<file path="src/design/gxy2_pkg.sv">
// ----------------------------------------------------------------------------
// gxy2_pkg
// Shared types, codes and helpers of the XY2 galvo rectangle-path transmitter.
// ----------------------------------------------------------------------------
`default_nettype none

package gxy2_pkg;

    // Field widths fixed by the channel definitions
    localparam int FIELD_W    = 16;
    localparam int CMD_W      = 2;
    localparam int APB_ADDR_W = 3;
    localparam int APB_DATA_W = 32;

    // Command codes
    localparam logic [CMD_W-1:0] CMD_TICK  = 2'd0;
    localparam logic [CMD_W-1:0] CMD_POINT = 2'd1;
    localparam logic [CMD_W-1:0] CMD_RECT  = 2'd2;

    // Register indexes (word index, paddr[2])
    localparam logic REG_SETTLE_TICKS = 1'b0;

    // Reset value of the settle register
    localparam logic [FIELD_W-1:0] SETTLE_RESET = 16'd64;

    // Rectangle side codes
    typedef logic [2:0] side_t;
    localparam side_t SIDE_NONE   = 3'd0;
    localparam side_t SIDE_BOTTOM = 3'd1;
    localparam side_t SIDE_RIGHT  = 3'd2;
    localparam side_t SIDE_TOP    = 3'd3;
    localparam side_t SIDE_LEFT   = 3'd4;

    typedef struct packed {
        logic [CMD_W-1:0]   command;
        logic [FIELD_W-1:0] x_coord;
        logic [FIELD_W-1:0] y_coord;
        logic [FIELD_W-1:0] rect_width;
        logic [FIELD_W-1:0] rect_height;
    } step_req_t;

    typedef struct packed {
        logic               clock_running;
        logic               sync_level;
        logic               x_line;
        logic               y_line;
        logic               accepted;
        logic               busy_res;
        logic [FIELD_W-1:0] x_position;
        logic [FIELD_W-1:0] y_position;
    } step_res_t;

    // First side at or after 'from' whose length is non-zero, else none
    function automatic side_t first_side_from(input logic [3:0] from,
                                              input logic w_nz,
                                              input logic h_nz);
        side_t res;
        logic  len_nz;
        res = SIDE_NONE;
        for (int s = 4; s >= 1; s--)
        begin
            len_nz = (s == 1 || s == 3) ? w_nz : h_nz;
            if (4'(s) >= from && len_nz)
            begin
                res = side_t'(s);
            end
        end
        return res;
    endfunction

endpackage

`default_nettype wire

</file>
<file path="src/design/gxy2_if.sv">
// ----------------------------------------------------------------------------
// gxy2 channel interfaces
// Valid/ready channels for command requests and per-step results.
// ----------------------------------------------------------------------------
`default_nettype none

interface gxy2_req_if;
    logic        valid;
    logic        ready;
    logic [1:0]  command;
    logic [15:0] x_coord;
    logic [15:0] y_coord;
    logic [15:0] rect_width;
    logic [15:0] rect_height;

    modport source (output valid, command, x_coord, y_coord, rect_width, rect_height,
                    input ready);
    modport sink   (input valid, command, x_coord, y_coord, rect_width, rect_height,
                    output ready);
endinterface

interface gxy2_rsp_if;
    logic        valid;
    logic        ready;
    logic        clock_running;
    logic        sync_level;
    logic        x_line;
    logic        y_line;
    logic        accepted;
    logic        busy_res;
    logic [15:0] x_position;
    logic [15:0] y_position;

    modport source (output valid, clock_running, sync_level, x_line, y_line, accepted,
                    busy_res, x_position, y_position,
                    input ready);
    modport sink   (input valid, clock_running, sync_level, x_line, y_line, accepted,
                    busy_res, x_position, y_position,
                    output ready);
endinterface

`default_nettype wire

</file>
<file path="src/design/gxy2_apb_regs.sv">
// ----------------------------------------------------------------------------
// gxy2_apb_regs
// APB register file holding the settle tick count.
// ----------------------------------------------------------------------------
`default_nettype none

module gxy2_apb_regs (
    input  logic                              clk,
    input  logic                              rst_n,
    input  logic                              psel,
    input  logic                              penable,
    input  logic                              pwrite,
    input  logic [gxy2_pkg::APB_ADDR_W-1:0]   paddr,
    input  logic [gxy2_pkg::APB_DATA_W-1:0]   pwdata,
    output logic [gxy2_pkg::APB_DATA_W-1:0]   prdata,
    output logic                              pready,
    output logic [gxy2_pkg::FIELD_W-1:0]      settle_ticks
);

    logic                           wr_settle;
    logic [gxy2_pkg::FIELD_W-1:0]   settle_reg;

    // Decode a write to the settle register in the access phase
    assign wr_settle = psel && penable && pwrite
                       && (paddr[2] == gxy2_pkg::REG_SETTLE_TICKS);

    // Hold the settle tick count
    always_ff @(posedge clk or negedge rst_n)
    begin
        if (!rst_n)
        begin
            settle_reg <= gxy2_pkg::SETTLE_RESET;
        end
        else if (wr_settle)
        begin
            settle_reg <= pwdata[gxy2_pkg::FIELD_W-1:0];
        end
    end

    // Read back; addresses beyond the register list read as zero
    always_comb
    begin
        prdata = '0;
        if (paddr[2] == gxy2_pkg::REG_SETTLE_TICKS)
        begin
            prdata = {{(gxy2_pkg::APB_DATA_W-gxy2_pkg::FIELD_W){1'b0}}, settle_reg};
        end
    end

    assign pready       = 1'b1;
    assign settle_ticks = settle_reg;

endmodule

`default_nettype wire

</file>
<file path="src/design/gxy2_step_core.sv">
// ----------------------------------------------------------------------------
// gxy2_step_core
// Transmitter state and single-step update: frame slots, settle count and
// rectangle perimeter walk, advanced once per enabled request.
// ----------------------------------------------------------------------------
`default_nettype none

module gxy2_step_core #(
    parameter int COORD_BITS  = 16,
    parameter int SETTLE_BITS = 16
) (
    input  logic                          clk,
    input  logic                          rst_n,
    input  logic                          step_en,
    input  gxy2_pkg::step_req_t           req,
    input  logic [gxy2_pkg::FIELD_W-1:0]  settle_ticks,
    output gxy2_pkg::step_res_t           res
);

    localparam int FRAME_SLOTS = COORD_BITS + 4;
    localparam int SLOT_W      = $clog2(FRAME_SLOTS + 1);
    localparam int BIT_W       = $clog2(COORD_BITS);
    localparam int FW          = gxy2_pkg::FIELD_W;

    localparam logic [SLOT_W-1:0] SLOT_HDR_ONE = SLOT_W'(2);
    localparam logic [SLOT_W-1:0] SLOT_PARITY  = SLOT_W'(COORD_BITS + 3);
    localparam logic [SLOT_W-1:0] SLOT_MSB_REF = SLOT_W'(COORD_BITS + 2);

    localparam logic [1:0] PH_IDLE   = 2'd0;
    localparam logic [1:0] PH_FRAME  = 2'd1;
    localparam logic [1:0] PH_SETTLE = 2'd2;

    logic [1:0]               phase_reg,    phase_next;
    logic [SLOT_W-1:0]        slot_reg,     slot_next;
    logic [COORD_BITS-1:0]    x_shift_reg,  x_shift_next;
    logic [COORD_BITS-1:0]    y_shift_reg,  y_shift_next;
    logic                     x_par_reg,    x_par_next;
    logic                     y_par_reg,    y_par_next;
    logic [SETTLE_BITS-1:0]   settle_reg,   settle_next;
    gxy2_pkg::side_t          side_reg,     side_next;
    logic [FW-1:0]            index_reg,    index_next;
    logic [COORD_BITS-1:0]    corner_x_reg, corner_x_next;
    logic [COORD_BITS-1:0]    corner_y_reg, corner_y_next;
    logic [FW-1:0]            width_reg,    width_next;
    logic [FW-1:0]            height_reg,   height_next;
    logic [COORD_BITS-1:0]    last_x_reg,   last_x_next;
    logic [COORD_BITS-1:0]    last_y_reg,   last_y_next;
    logic [1:0]               lines_reg,    lines_next;

    // Walk advance after a finished point
    logic [FW-1:0]            idx_inc;
    logic [FW-1:0]            cur_len;
    gxy2_pkg::side_t          fin_side;
    logic [FW-1:0]            fin_index;
    logic [COORD_BITS-1:0]    fin_x;
    logic [COORD_BITS-1:0]    fin_y;
    logic [COORD_BITS-1:0]    w_ext;
    logic [COORD_BITS-1:0]    h_ext;
    logic [COORD_BITS-1:0]    i_ext;

    // Step control
    logic                     load_en;
    logic [COORD_BITS-1:0]    load_x;
    logic [COORD_BITS-1:0]    load_y;
    logic                     do_finish;
    logic                     clk_run;
    logic                     sync_on;
    logic                     acc;
    logic [SLOT_W-1:0]        bit_pos;
    logic                     bx;
    logic                     by;
    logic [SETTLE_BITS-1:0]   settle_load;
    logic [SETTLE_BITS-1:0]   settle_dec;

    // Work out the next walk side, index and point from stored state
    always_comb
    begin
        idx_inc = index_reg + FW'(1);
        cur_len = (side_reg == gxy2_pkg::SIDE_BOTTOM || side_reg == gxy2_pkg::SIDE_TOP)
                  ? width_reg : height_reg;
        fin_side  = side_reg;
        fin_index = index_reg;
        if (side_reg != gxy2_pkg::SIDE_NONE)
        begin
            if (idx_inc >= cur_len)
            begin
                fin_side  = gxy2_pkg::first_side_from({1'b0, side_reg} + 4'd1,
                                                      |width_reg, |height_reg);
                fin_index = '0;
            end
            else
            begin
                fin_index = idx_inc;
            end
        end

        w_ext = COORD_BITS'(width_reg);
        h_ext = COORD_BITS'(height_reg);
        i_ext = COORD_BITS'(fin_index);
        unique case (fin_side)
            gxy2_pkg::SIDE_BOTTOM:
            begin
                fin_x = corner_x_reg + i_ext;
                fin_y = corner_y_reg;
            end
            gxy2_pkg::SIDE_RIGHT:
            begin
                fin_x = corner_x_reg + w_ext;
                fin_y = corner_y_reg + i_ext;
            end
            gxy2_pkg::SIDE_TOP:
            begin
                fin_x = corner_x_reg + w_ext - i_ext;
                fin_y = corner_y_reg + h_ext;
            end
            default:
            begin
                fin_x = corner_x_reg;
                fin_y = corner_y_reg + h_ext - i_ext;
            end
        endcase
    end

    // Advance one step
    always_comb
    begin
        phase_next    = phase_reg;
        slot_next     = slot_reg;
        x_shift_next  = x_shift_reg;
        y_shift_next  = y_shift_reg;
        x_par_next    = x_par_reg;
        y_par_next    = y_par_reg;
        settle_next   = settle_reg;
        side_next     = side_reg;
        index_next    = index_reg;
        corner_x_next = corner_x_reg;
        corner_y_next = corner_y_reg;
        width_next    = width_reg;
        height_next   = height_reg;
        last_x_next   = last_x_reg;
        last_y_next   = last_y_reg;
        lines_next    = lines_reg;

        load_en     = 1'b0;
        load_x      = '0;
        load_y      = '0;
        do_finish   = 1'b0;
        clk_run     = 1'b0;
        sync_on     = 1'b0;
        acc         = 1'b0;
        bx          = 1'b0;
        by          = 1'b0;
        bit_pos     = SLOT_MSB_REF - slot_reg;
        settle_load = SETTLE_BITS'(settle_ticks);
        settle_dec  = settle_reg - SETTLE_BITS'(settle_reg != '0);

        unique case (phase_reg)
            PH_IDLE:
            begin
                if (req.command == gxy2_pkg::CMD_POINT)
                begin
                    acc       = 1'b1;
                    side_next = gxy2_pkg::SIDE_NONE;
                    load_en   = 1'b1;
                    load_x    = COORD_BITS'(req.x_coord);
                    load_y    = COORD_BITS'(req.y_coord);
                end
                else if (req.command == gxy2_pkg::CMD_RECT)
                begin
                    acc           = 1'b1;
                    corner_x_next = COORD_BITS'(req.x_coord);
                    corner_y_next = COORD_BITS'(req.y_coord);
                    width_next    = req.rect_width;
                    height_next   = req.rect_height;
                    index_next    = '0;
                    // The first perimeter point is always the corner itself
                    side_next     = (|req.rect_width)  ? gxy2_pkg::SIDE_BOTTOM :
                                    (|req.rect_height) ? gxy2_pkg::SIDE_RIGHT  :
                                                         gxy2_pkg::SIDE_NONE;
                    load_en       = (|req.rect_width) || (|req.rect_height);
                    load_x        = COORD_BITS'(req.x_coord);
                    load_y        = COORD_BITS'(req.y_coord);
                end
            end
            PH_FRAME:
            begin
                clk_run = 1'b1;
                sync_on = 1'b1;
                if (slot_reg < SLOT_HDR_ONE)
                begin
                    bx = 1'b0;
                    by = 1'b0;
                end
                else if (slot_reg == SLOT_HDR_ONE)
                begin
                    bx = 1'b1;
                    by = 1'b1;
                end
                else if (slot_reg < SLOT_PARITY)
                begin
                    bx         = x_shift_reg[bit_pos[BIT_W-1:0]];
                    by         = y_shift_reg[bit_pos[BIT_W-1:0]];
                    x_par_next = x_par_reg ^ bx;
                    y_par_next = y_par_reg ^ by;
                end
                else
                begin
                    bx = x_par_reg;
                    by = y_par_reg;
                end
                lines_next = {bx, by};
                slot_next  = slot_reg + SLOT_W'(1);
                // Close the frame on the parity slot
                if (slot_reg == SLOT_PARITY)
                begin
                    last_x_next = x_shift_reg;
                    last_y_next = y_shift_reg;
                    settle_next = settle_load;
                    if (settle_load == '0)
                    begin
                        do_finish = 1'b1;
                    end
                    else
                    begin
                        phase_next = PH_SETTLE;
                    end
                end
            end
            default:
            begin
                clk_run     = 1'b1;
                settle_next = settle_dec;
                if (settle_dec == '0)
                begin
                    do_finish = 1'b1;
                end
            end
        endcase

        // Hand over to the next walk point or drop back to idle
        if (do_finish)
        begin
            side_next  = fin_side;
            index_next = fin_index;
            if (fin_side != gxy2_pkg::SIDE_NONE)
            begin
                load_en = 1'b1;
                load_x  = fin_x;
                load_y  = fin_y;
            end
            else
            begin
                phase_next = PH_IDLE;
            end
        end

        // Load a fresh frame
        if (load_en)
        begin
            x_shift_next = load_x;
            y_shift_next = load_y;
            x_par_next   = 1'b0;
            y_par_next   = 1'b0;
            slot_next    = '0;
            phase_next   = PH_FRAME;
        end
    end

    // State registers, advanced once per request
    always_ff @(posedge clk or negedge rst_n)
    begin
        if (!rst_n)
        begin
            phase_reg    <= PH_IDLE;
            slot_reg     <= '0;
            x_shift_reg  <= '0;
            y_shift_reg  <= '0;
            x_par_reg    <= 1'b0;
            y_par_reg    <= 1'b0;
            settle_reg   <= '0;
            side_reg     <= gxy2_pkg::SIDE_NONE;
            index_reg    <= '0;
            corner_x_reg <= '0;
            corner_y_reg <= '0;
            width_reg    <= '0;
            height_reg   <= '0;
            last_x_reg   <= '0;
            last_y_reg   <= '0;
            lines_reg    <= '0;
        end
        else if (step_en)
        begin
            phase_reg    <= phase_next;
            slot_reg     <= slot_next;
            x_shift_reg  <= x_shift_next;
            y_shift_reg  <= y_shift_next;
            x_par_reg    <= x_par_next;
            y_par_reg    <= y_par_next;
            settle_reg   <= settle_next;
            side_reg     <= side_next;
            index_reg    <= index_next;
            corner_x_reg <= corner_x_next;
            corner_y_reg <= corner_y_next;
            width_reg    <= width_next;
            height_reg   <= height_next;
            last_x_reg   <= last_x_next;
            last_y_reg   <= last_y_next;
            lines_reg    <= lines_next;
        end
    end

    // Result of this step, taken from the updated state
    always_comb
    begin
        res.clock_running = clk_run;
        res.sync_level    = sync_on;
        res.x_line        = lines_next[1];
        res.y_line        = lines_next[0];
        res.accepted      = acc;
        res.busy_res      = (phase_next != PH_IDLE);
        res.x_position    = last_x_next[FW-1:0];
        res.y_position    = last_y_next[FW-1:0];
    end

endmodule

`default_nettype wire

</file>
<file path="src/design/galvo_rect_path_xy2_transmitter.sv">
// ----------------------------------------------------------------------------
// galvo_rect_path_xy2_transmitter
// XY2-style galvo serial transmitter with point and rectangle-walk commands.
//
//   Channel | Dir | Handshake          | Contents
//   --------+-----+--------------------+----------------------------------------
//   req     | in  | valid/ready        | command, x/y coord, rect width/height
//   rsp     | out | valid/ready        | line levels, sync, clock, status, pos
//   apb     | in  | psel/penable/pready| settle_ticks register at byte 0
//
// One request in and one result out per cycle when neither side stalls.
// A request is held in the input register and stepped through the core once
// the output register can take its result, which is registered there for rsp.
// The output register frees the input side: a new request is taken while a
// result waits, and both stages hold while rsp stalls.
// Reset puts the transmitter idle with the lines low and settle_ticks at 64.
// ----------------------------------------------------------------------------
`default_nettype none

module galvo_rect_path_xy2_transmitter #(
    parameter int COORD_BITS  = 16,
    parameter int SETTLE_BITS = 16
) (
    input  logic                              clk,
    input  logic                              rst_n,
    gxy2_req_if.sink                          req,
    gxy2_rsp_if.source                        rsp,
    input  logic                              psel,
    input  logic                              penable,
    input  logic                              pwrite,
    input  logic [gxy2_pkg::APB_ADDR_W-1:0]   paddr,
    input  logic [gxy2_pkg::APB_DATA_W-1:0]   pwdata,
    output logic [gxy2_pkg::APB_DATA_W-1:0]   prdata,
    output logic                              pready
);

    logic                           in_valid_reg, in_valid_next;
    gxy2_pkg::step_req_t            in_req_reg;
    logic                           out_valid_reg, out_valid_next;
    gxy2_pkg::step_res_t            out_res_reg;
    gxy2_pkg::step_res_t            core_res;
    logic                           step_fire;
    logic                           req_take;
    logic [gxy2_pkg::FIELD_W-1:0]   settle_ticks;

    gxy2_apb_regs u_regs (
        .clk          (clk),
        .rst_n        (rst_n),
        .psel         (psel),
        .penable      (penable),
        .pwrite       (pwrite),
        .paddr        (paddr),
        .pwdata       (pwdata),
        .prdata       (prdata),
        .pready       (pready),
        .settle_ticks (settle_ticks)
    );

    gxy2_step_core #(
        .COORD_BITS  (COORD_BITS),
        .SETTLE_BITS (SETTLE_BITS)
    ) u_core (
        .clk          (clk),
        .rst_n        (rst_n),
        .step_en      (step_fire),
        .req          (in_req_reg),
        .settle_ticks (settle_ticks),
        .res          (core_res)
    );

    // Step when a request is held and the output register can take its result
    assign step_fire = in_valid_reg && (!out_valid_reg || rsp.ready);
    assign req.ready = !in_valid_reg || step_fire;
    assign req_take  = req.valid && req.ready;

    always_comb
    begin
        in_valid_next = in_valid_reg;
        if (req_take)
        begin
            in_valid_next = 1'b1;
        end
        else if (step_fire)
        begin
            in_valid_next = 1'b0;
        end

        out_valid_next = out_valid_reg;
        if (step_fire)
        begin
            out_valid_next = 1'b1;
        end
        else if (rsp.ready)
        begin
            out_valid_next = 1'b0;
        end
    end

    // Valid flags of the two stages
    always_ff @(posedge clk or negedge rst_n)
    begin
        if (!rst_n)
        begin
            in_valid_reg  <= 1'b0;
            out_valid_reg <= 1'b0;
        end
        else
        begin
            in_valid_reg  <= in_valid_next;
            out_valid_reg <= out_valid_next;
        end
    end

    // Capture the request payload
    always_ff @(posedge clk)
    begin
        if (req_take)
        begin
            in_req_reg.command     <= req.command;
            in_req_reg.x_coord     <= req.x_coord;
            in_req_reg.y_coord     <= req.y_coord;
            in_req_reg.rect_width  <= req.rect_width;
            in_req_reg.rect_height <= req.rect_height;
        end
    end

    // Capture the step result
    always_ff @(posedge clk)
    begin
        if (step_fire)
        begin
            out_res_reg <= core_res;
        end
    end

    assign rsp.valid         = out_valid_reg;
    assign rsp.clock_running = out_res_reg.clock_running;
    assign rsp.sync_level    = out_res_reg.sync_level;
    assign rsp.x_line        = out_res_reg.x_line;
    assign rsp.y_line        = out_res_reg.y_line;
    assign rsp.accepted      = out_res_reg.accepted;
    assign rsp.busy_res      = out_res_reg.busy_res;
    assign rsp.x_position    = out_res_reg.x_position;
    assign rsp.y_position    = out_res_reg.y_position;

endmodule

`default_nettype wire

</file>
<file path="src/flat_wrapper.sv">
// flat-port wrapper written by rule: the top's interface ports become plain ports
module galvo_rect_path_xy2_transmitter_flat 
#(
    parameter int COORD_BITS  = 16,
    parameter int SETTLE_BITS = 16
)
  (clk, rst_n, psel, penable, pwrite, paddr, pwdata, prdata, pready, req_valid, req_command, req_x_coord, req_y_coord, req_rect_width, req_rect_height, req_ready, rsp_valid, rsp_clock_running, rsp_sync_level, rsp_x_line, rsp_y_line, rsp_accepted, rsp_busy_res, rsp_x_position, rsp_y_position, rsp_ready);
  gxy2_req_if req_i ();
  gxy2_rsp_if rsp_i ();
  input  logic clk;
  input  logic rst_n;
  input  logic psel;
  input  logic penable;
  input  logic pwrite;
  input  logic [gxy2_pkg::APB_ADDR_W-1:0] paddr;
  input  logic [gxy2_pkg::APB_DATA_W-1:0] pwdata;
  output logic [gxy2_pkg::APB_DATA_W-1:0] prdata;
  output logic pready;
  input wire logic [$bits(req_i.valid)-1:0] req_valid;
  input wire logic [$bits(req_i.command)-1:0] req_command;
  input wire logic [$bits(req_i.x_coord)-1:0] req_x_coord;
  input wire logic [$bits(req_i.y_coord)-1:0] req_y_coord;
  input wire logic [$bits(req_i.rect_width)-1:0] req_rect_width;
  input wire logic [$bits(req_i.rect_height)-1:0] req_rect_height;
  output wire logic [$bits(req_i.ready)-1:0] req_ready;
  output wire logic [$bits(rsp_i.valid)-1:0] rsp_valid;
  output wire logic [$bits(rsp_i.clock_running)-1:0] rsp_clock_running;
  output wire logic [$bits(rsp_i.sync_level)-1:0] rsp_sync_level;
  output wire logic [$bits(rsp_i.x_line)-1:0] rsp_x_line;
  output wire logic [$bits(rsp_i.y_line)-1:0] rsp_y_line;
  output wire logic [$bits(rsp_i.accepted)-1:0] rsp_accepted;
  output wire logic [$bits(rsp_i.busy_res)-1:0] rsp_busy_res;
  output wire logic [$bits(rsp_i.x_position)-1:0] rsp_x_position;
  output wire logic [$bits(rsp_i.y_position)-1:0] rsp_y_position;
  input wire logic [$bits(rsp_i.ready)-1:0] rsp_ready;
  assign req_i.valid = req_valid;
  assign req_i.command = req_command;
  assign req_i.x_coord = req_x_coord;
  assign req_i.y_coord = req_y_coord;
  assign req_i.rect_width = req_rect_width;
  assign req_i.rect_height = req_rect_height;
  assign req_ready = req_i.ready;
  assign rsp_valid = rsp_i.valid;
  assign rsp_clock_running = rsp_i.clock_running;
  assign rsp_sync_level = rsp_i.sync_level;
  assign rsp_x_line = rsp_i.x_line;
  assign rsp_y_line = rsp_i.y_line;
  assign rsp_accepted = rsp_i.accepted;
  assign rsp_busy_res = rsp_i.busy_res;
  assign rsp_x_position = rsp_i.x_position;
  assign rsp_y_position = rsp_i.y_position;
  assign rsp_i.ready = rsp_ready;
  galvo_rect_path_xy2_transmitter #(.COORD_BITS(COORD_BITS), .SETTLE_BITS(SETTLE_BITS)) u_core (.clk(clk), .rst_n(rst_n), .req(req_i), .rsp(rsp_i), .psel(psel), .penable(penable), .pwrite(pwrite), .paddr(paddr), .pwdata(pwdata), .prdata(prdata), .pready(pready));
endmodule
</file>
<file path="config.mk">
export PLATFORM = sky130hd
export DESIGN_NAME = galvo_rect_path_xy2_transmitter_flat
export DESIGN_NICKNAME = d
export VERILOG_FILES = /design/src/design/gxy2_pkg.sv /design/src/design/gxy2_if.sv /design/src/design/gxy2_apb_regs.sv /design/src/design/gxy2_step_core.sv /design/src/design/galvo_rect_path_xy2_transmitter.sv /design/src/flat_wrapper.sv
export SDC_FILE = /design/constraint.sdc
export NUM_CORES = 1
export LEC_CHECK = 0
export BUFFER_PORTS_ARGS = -buffer_cell sky130_fd_sc_hd__buf_2
export CORE_UTILIZATION = 65
export DETAILED_ROUTE_END_ITERATION = 10
export PLACE_DENSITY = 0.84
export RECOVER_POWER = 100
export SLEW_MARGIN = 20
export SYNTH_ARGS = -nofsm -noshare
export SYNTH_HDL_FRONTEND = slang
export SYNTH_SLANG_ARGS = --single-unit
</file>
<file path="constraint.sdc">
create_clock -name clk -period 14.6 [get_ports clk]
set_clock_uncertainty 0.15 [all_clocks]
set_input_delay 1.46 -clock clk [delete_from_list [all_inputs] [get_ports clk]]
set_output_delay 1.46 -clock clk [all_outputs]
set_load 0.05 [all_outputs]
</file>
==> qor.txt <==
Synth Area in XOR/XNOR = 4.04%
Reg-to-reg endpoint = u_core.u_core.y_shift_reg[14]
Most common cell in the netlist = nand2_1
Largest net degree at the start of global routing = 82
DRC viols = 0
Setup Slack @ Placement = 6.79 ns
Final Critical Period = 8.38 ns
Endpoints failing hold = 0
Area contributors post-synth = dfrtp_1, edfxtp_1, ha_1, mux2_2, nand2_1
Critical path's largest stage delay = 2.69 ns
R2r setup slk = 6.28 ns
Row count = 62
Post-Synthesis Cells = 1920
Initial drt markers = 1392
Hold Path Origin = u_core.u_core.last_y_reg[1]
CP Launch Type = primary input
Routed Antenna Nets = 0
Initial cell density of the core = 66.2%
Post-CTS Setup Bufs = 0
Vias in the first global route = 15400
Combinational power share = 60.4%
Initial antenna violation count = 2
Fmax = 119 MHz
Compound-Gate Fraction of Synth Area = 15.4%
Worst EP arrival = 8.67 ns
Hold bufs inserted after CTS = 0
NetSw = 2650 uW
Sequential-to-total area share from yosys stat = 41.6%
Number of synthesized flops with an enable pin = 104
Die area = 30000 um^2
CTS Root Cell = clkbuf_16
Worst-Skew Late Latency = 0.57 ns
Worst hold endpoint = u_core.u_core.last_y_reg[1]
Simple-gate share of the synthesized area = 16.5%
Critical path class = primary input to register
Synth Register Bits = 296
Worst IR drop on VDD = 0.166 mV
Reg2Reg Depth = 27
Clk pwr share = 14.1%
Ys Warns = 0
Int Pwr = 2990 uW
Slew @ Worst Pin = 3.87 ns
Synth cell count leaders = nand2_1, dfrtp_1, nor2_1
Grt total ovfl = 0
Final period util = 57.4%
Leak = 0.00926 uW
Final Slew Violations = 493
Most used cell, CP = clkbuf_1
Drt first pass iters = 5
Worst EP required = 14.89 ns
Critical path capture point type = register
Yosys top cell by area = dfrtp_1
Post-synth top flop = dfrtp_1
Sum Neg Setup Slack = 0 ns
Reg-to-Reg Start = u_core.u_core.index_reg[0]
CTS Buffer Depth = 3
Sequential Power Share = 25.5%
Main combinational cell family by area after synthesis = simple AND/OR/NAND/NOR gates
Post-Syn Area per Cell = 9.92 um^2
Share of the synthesized area in the top cell type = 25.1%
Die Width = 173 um
Routability cong. = 0.962
Final-report setup violation count = 0
Adder-Cell Fraction of Synth Area = 8.65%
First-pass GRT wire length = 82300 um
Synthesized area = 19000 um^2
Die height = 173 um
NumNets Final = 2278
Io pins = 181
Avg WL per Cell = 21.4 um
PortBufs = 145
Asr flop ratio synth = 64.9%
Switching share of total power = 47.0%
Num CTS Buffers = 30
Routed vias/inst = 6.52
Max reg flops = 66
Layout cells sized above 1 = 13.3%
Pwr dens = 271 nW/um^2
H-Tree Depth = 1
Via Count = 16000
Gr usage total = 34.8%
Hold Crit Depth = 2
Max cap viols = 8
RSZ-0062 raised after global routing = no
Mux cell area share after synthesis = 10.0%
Routed wire length = 52400 um
Outcome = finished with violations
CTS Sinks = 296
Max Fanout on Critical Path = 81
Post-CTS sizing = 0
Slowest stage cell, crit path = clkbuf_1
CTS tree = done
Synth unique cells = 98
Relative slew slack = -158%
Clock-pin slew on the worst setup and hold paths = 0.06 ns
Worst min-delay path category = register to register
Final setup margin = 6.22 ns
Antenna diode count = 0
Violations in the final reports = capacitance limit, slew limit
Critical path, cell by cell = buf_2 -> nand2b_1 -> nand2_1 -> clkbuf_1 -> inv_1 -> clkbuf_1 -> nand3_2 -> clkbuf_1 -> mux2_2
Detailed Place HPWL = 38700 um
Area growth syn-to-layout = 9.56%
Core Region = 28800 um^2
-- how the worst max path moves through the flow --
stage,startpoint,endpoint,slack [ns],cells past startpoint
after detailed placement,u_core.u_core.index_reg[0],u_core.u_core.y_shift_reg[14],6.79,27
after floorplan,u_core.u_core.side_reg[1],u_core.u_core.y_shift_reg[14],7.81,26
after global placement,u_core.u_core.index_reg[0],u_core.u_core.y_shift_reg[14],6.95,27
final,rsp_ready,u_core.u_core.h_ext[0],6.22,9
after CTS,u_core.u_core.index_reg[0],u_core.u_core.y_shift_reg[14],6.76,27
after global routing,rsp_ready,u_core.u_core.w_ext[4],5.62,9
-- logic make-up after synthesis --
logic type,Yosys count
DFF,296
other,2
muxes,162
buffers and inverters,153
AOI/OAI and AO/OA,438
adders and majority gates,128
xor gates and xnor gates,86
and+or+nand+nor,655
-- layout make-up --
class	count	area, um^2
Multi-Input combinational cell	1486	10400
Sequential cell	296	7930
Fill cell	2116	7920
Clock buffer	36	825
Timing Repair Buffer	166	768
Tap cell	384	480
Inverter	62	233
Clock inverter	20	201
-- through the flow --
stage / power [uW] / area [um^2] / util, % / cells / hold slack, ns
after floorplan: 3970 / 19100 / - / 1935 / 0.290
after global placement: 4670 / 20000 / 69.5 / 2394 / 0.301
after detailed placement: 4780 / 20000 / 69.5 / 2394 / 0.306
after CTS: 5600 / 21000 / 73.1 / 2450 / 0.330
after global routing: 6040 / 20900 / 72.5 / 2450 / 0.348
final: 5640 / 20900 / 72.5 / 2450 / 0.329
-- placed cells by master (no fill, tap or decap), drive strengths merged, types with 63 or more instances in the layout --
| cell type | Yosys | routed |
|---|---|---|
| ha | 122 | 122 |
| inv | 60 | 65 |
| a21oi | 109 | 109 |
| nor2 | 129 | 129 |
| o21ai | 105 | 105 |
| mux2 | 117 | 117 |
| edfxtp | 104 | 104 |
| buf | 42 | 90 |
| nor3 | 63 | 63 |
| dfrtp | 191 | 191 |
| clkbuf | 49 | 112 |
| nand2 | 245 | 245 |
-- power by group through the flow --
stage	clock network [uW]	registers [uW]	logic, uW
after floorplan	0	1360	2610
after global placement	0	1420	3250
after detailed placement	0	1430	3350
after CTS	804	1420	3370
after global routing	834	1460	3750
final	795	1440	3410
-- layer usage --
layer	vias up	share of wire, %	track usage (%)
met3	127	7.9	4.77
li1	7297	-	-
met4	0	3.9	13.6
met5	-	0	0
met1	7836	41	46.1
met2	721	47	58.0
-- critical path, delay by kind of cell --
| family | cells | cell delay, ns |
|---|---|---|
| buf+inv | 5 | 5.99 |
| mux | 1 | 0.51 |
| simple gates | 3 | 0.67 |
(Power assumes the default switching activity.)
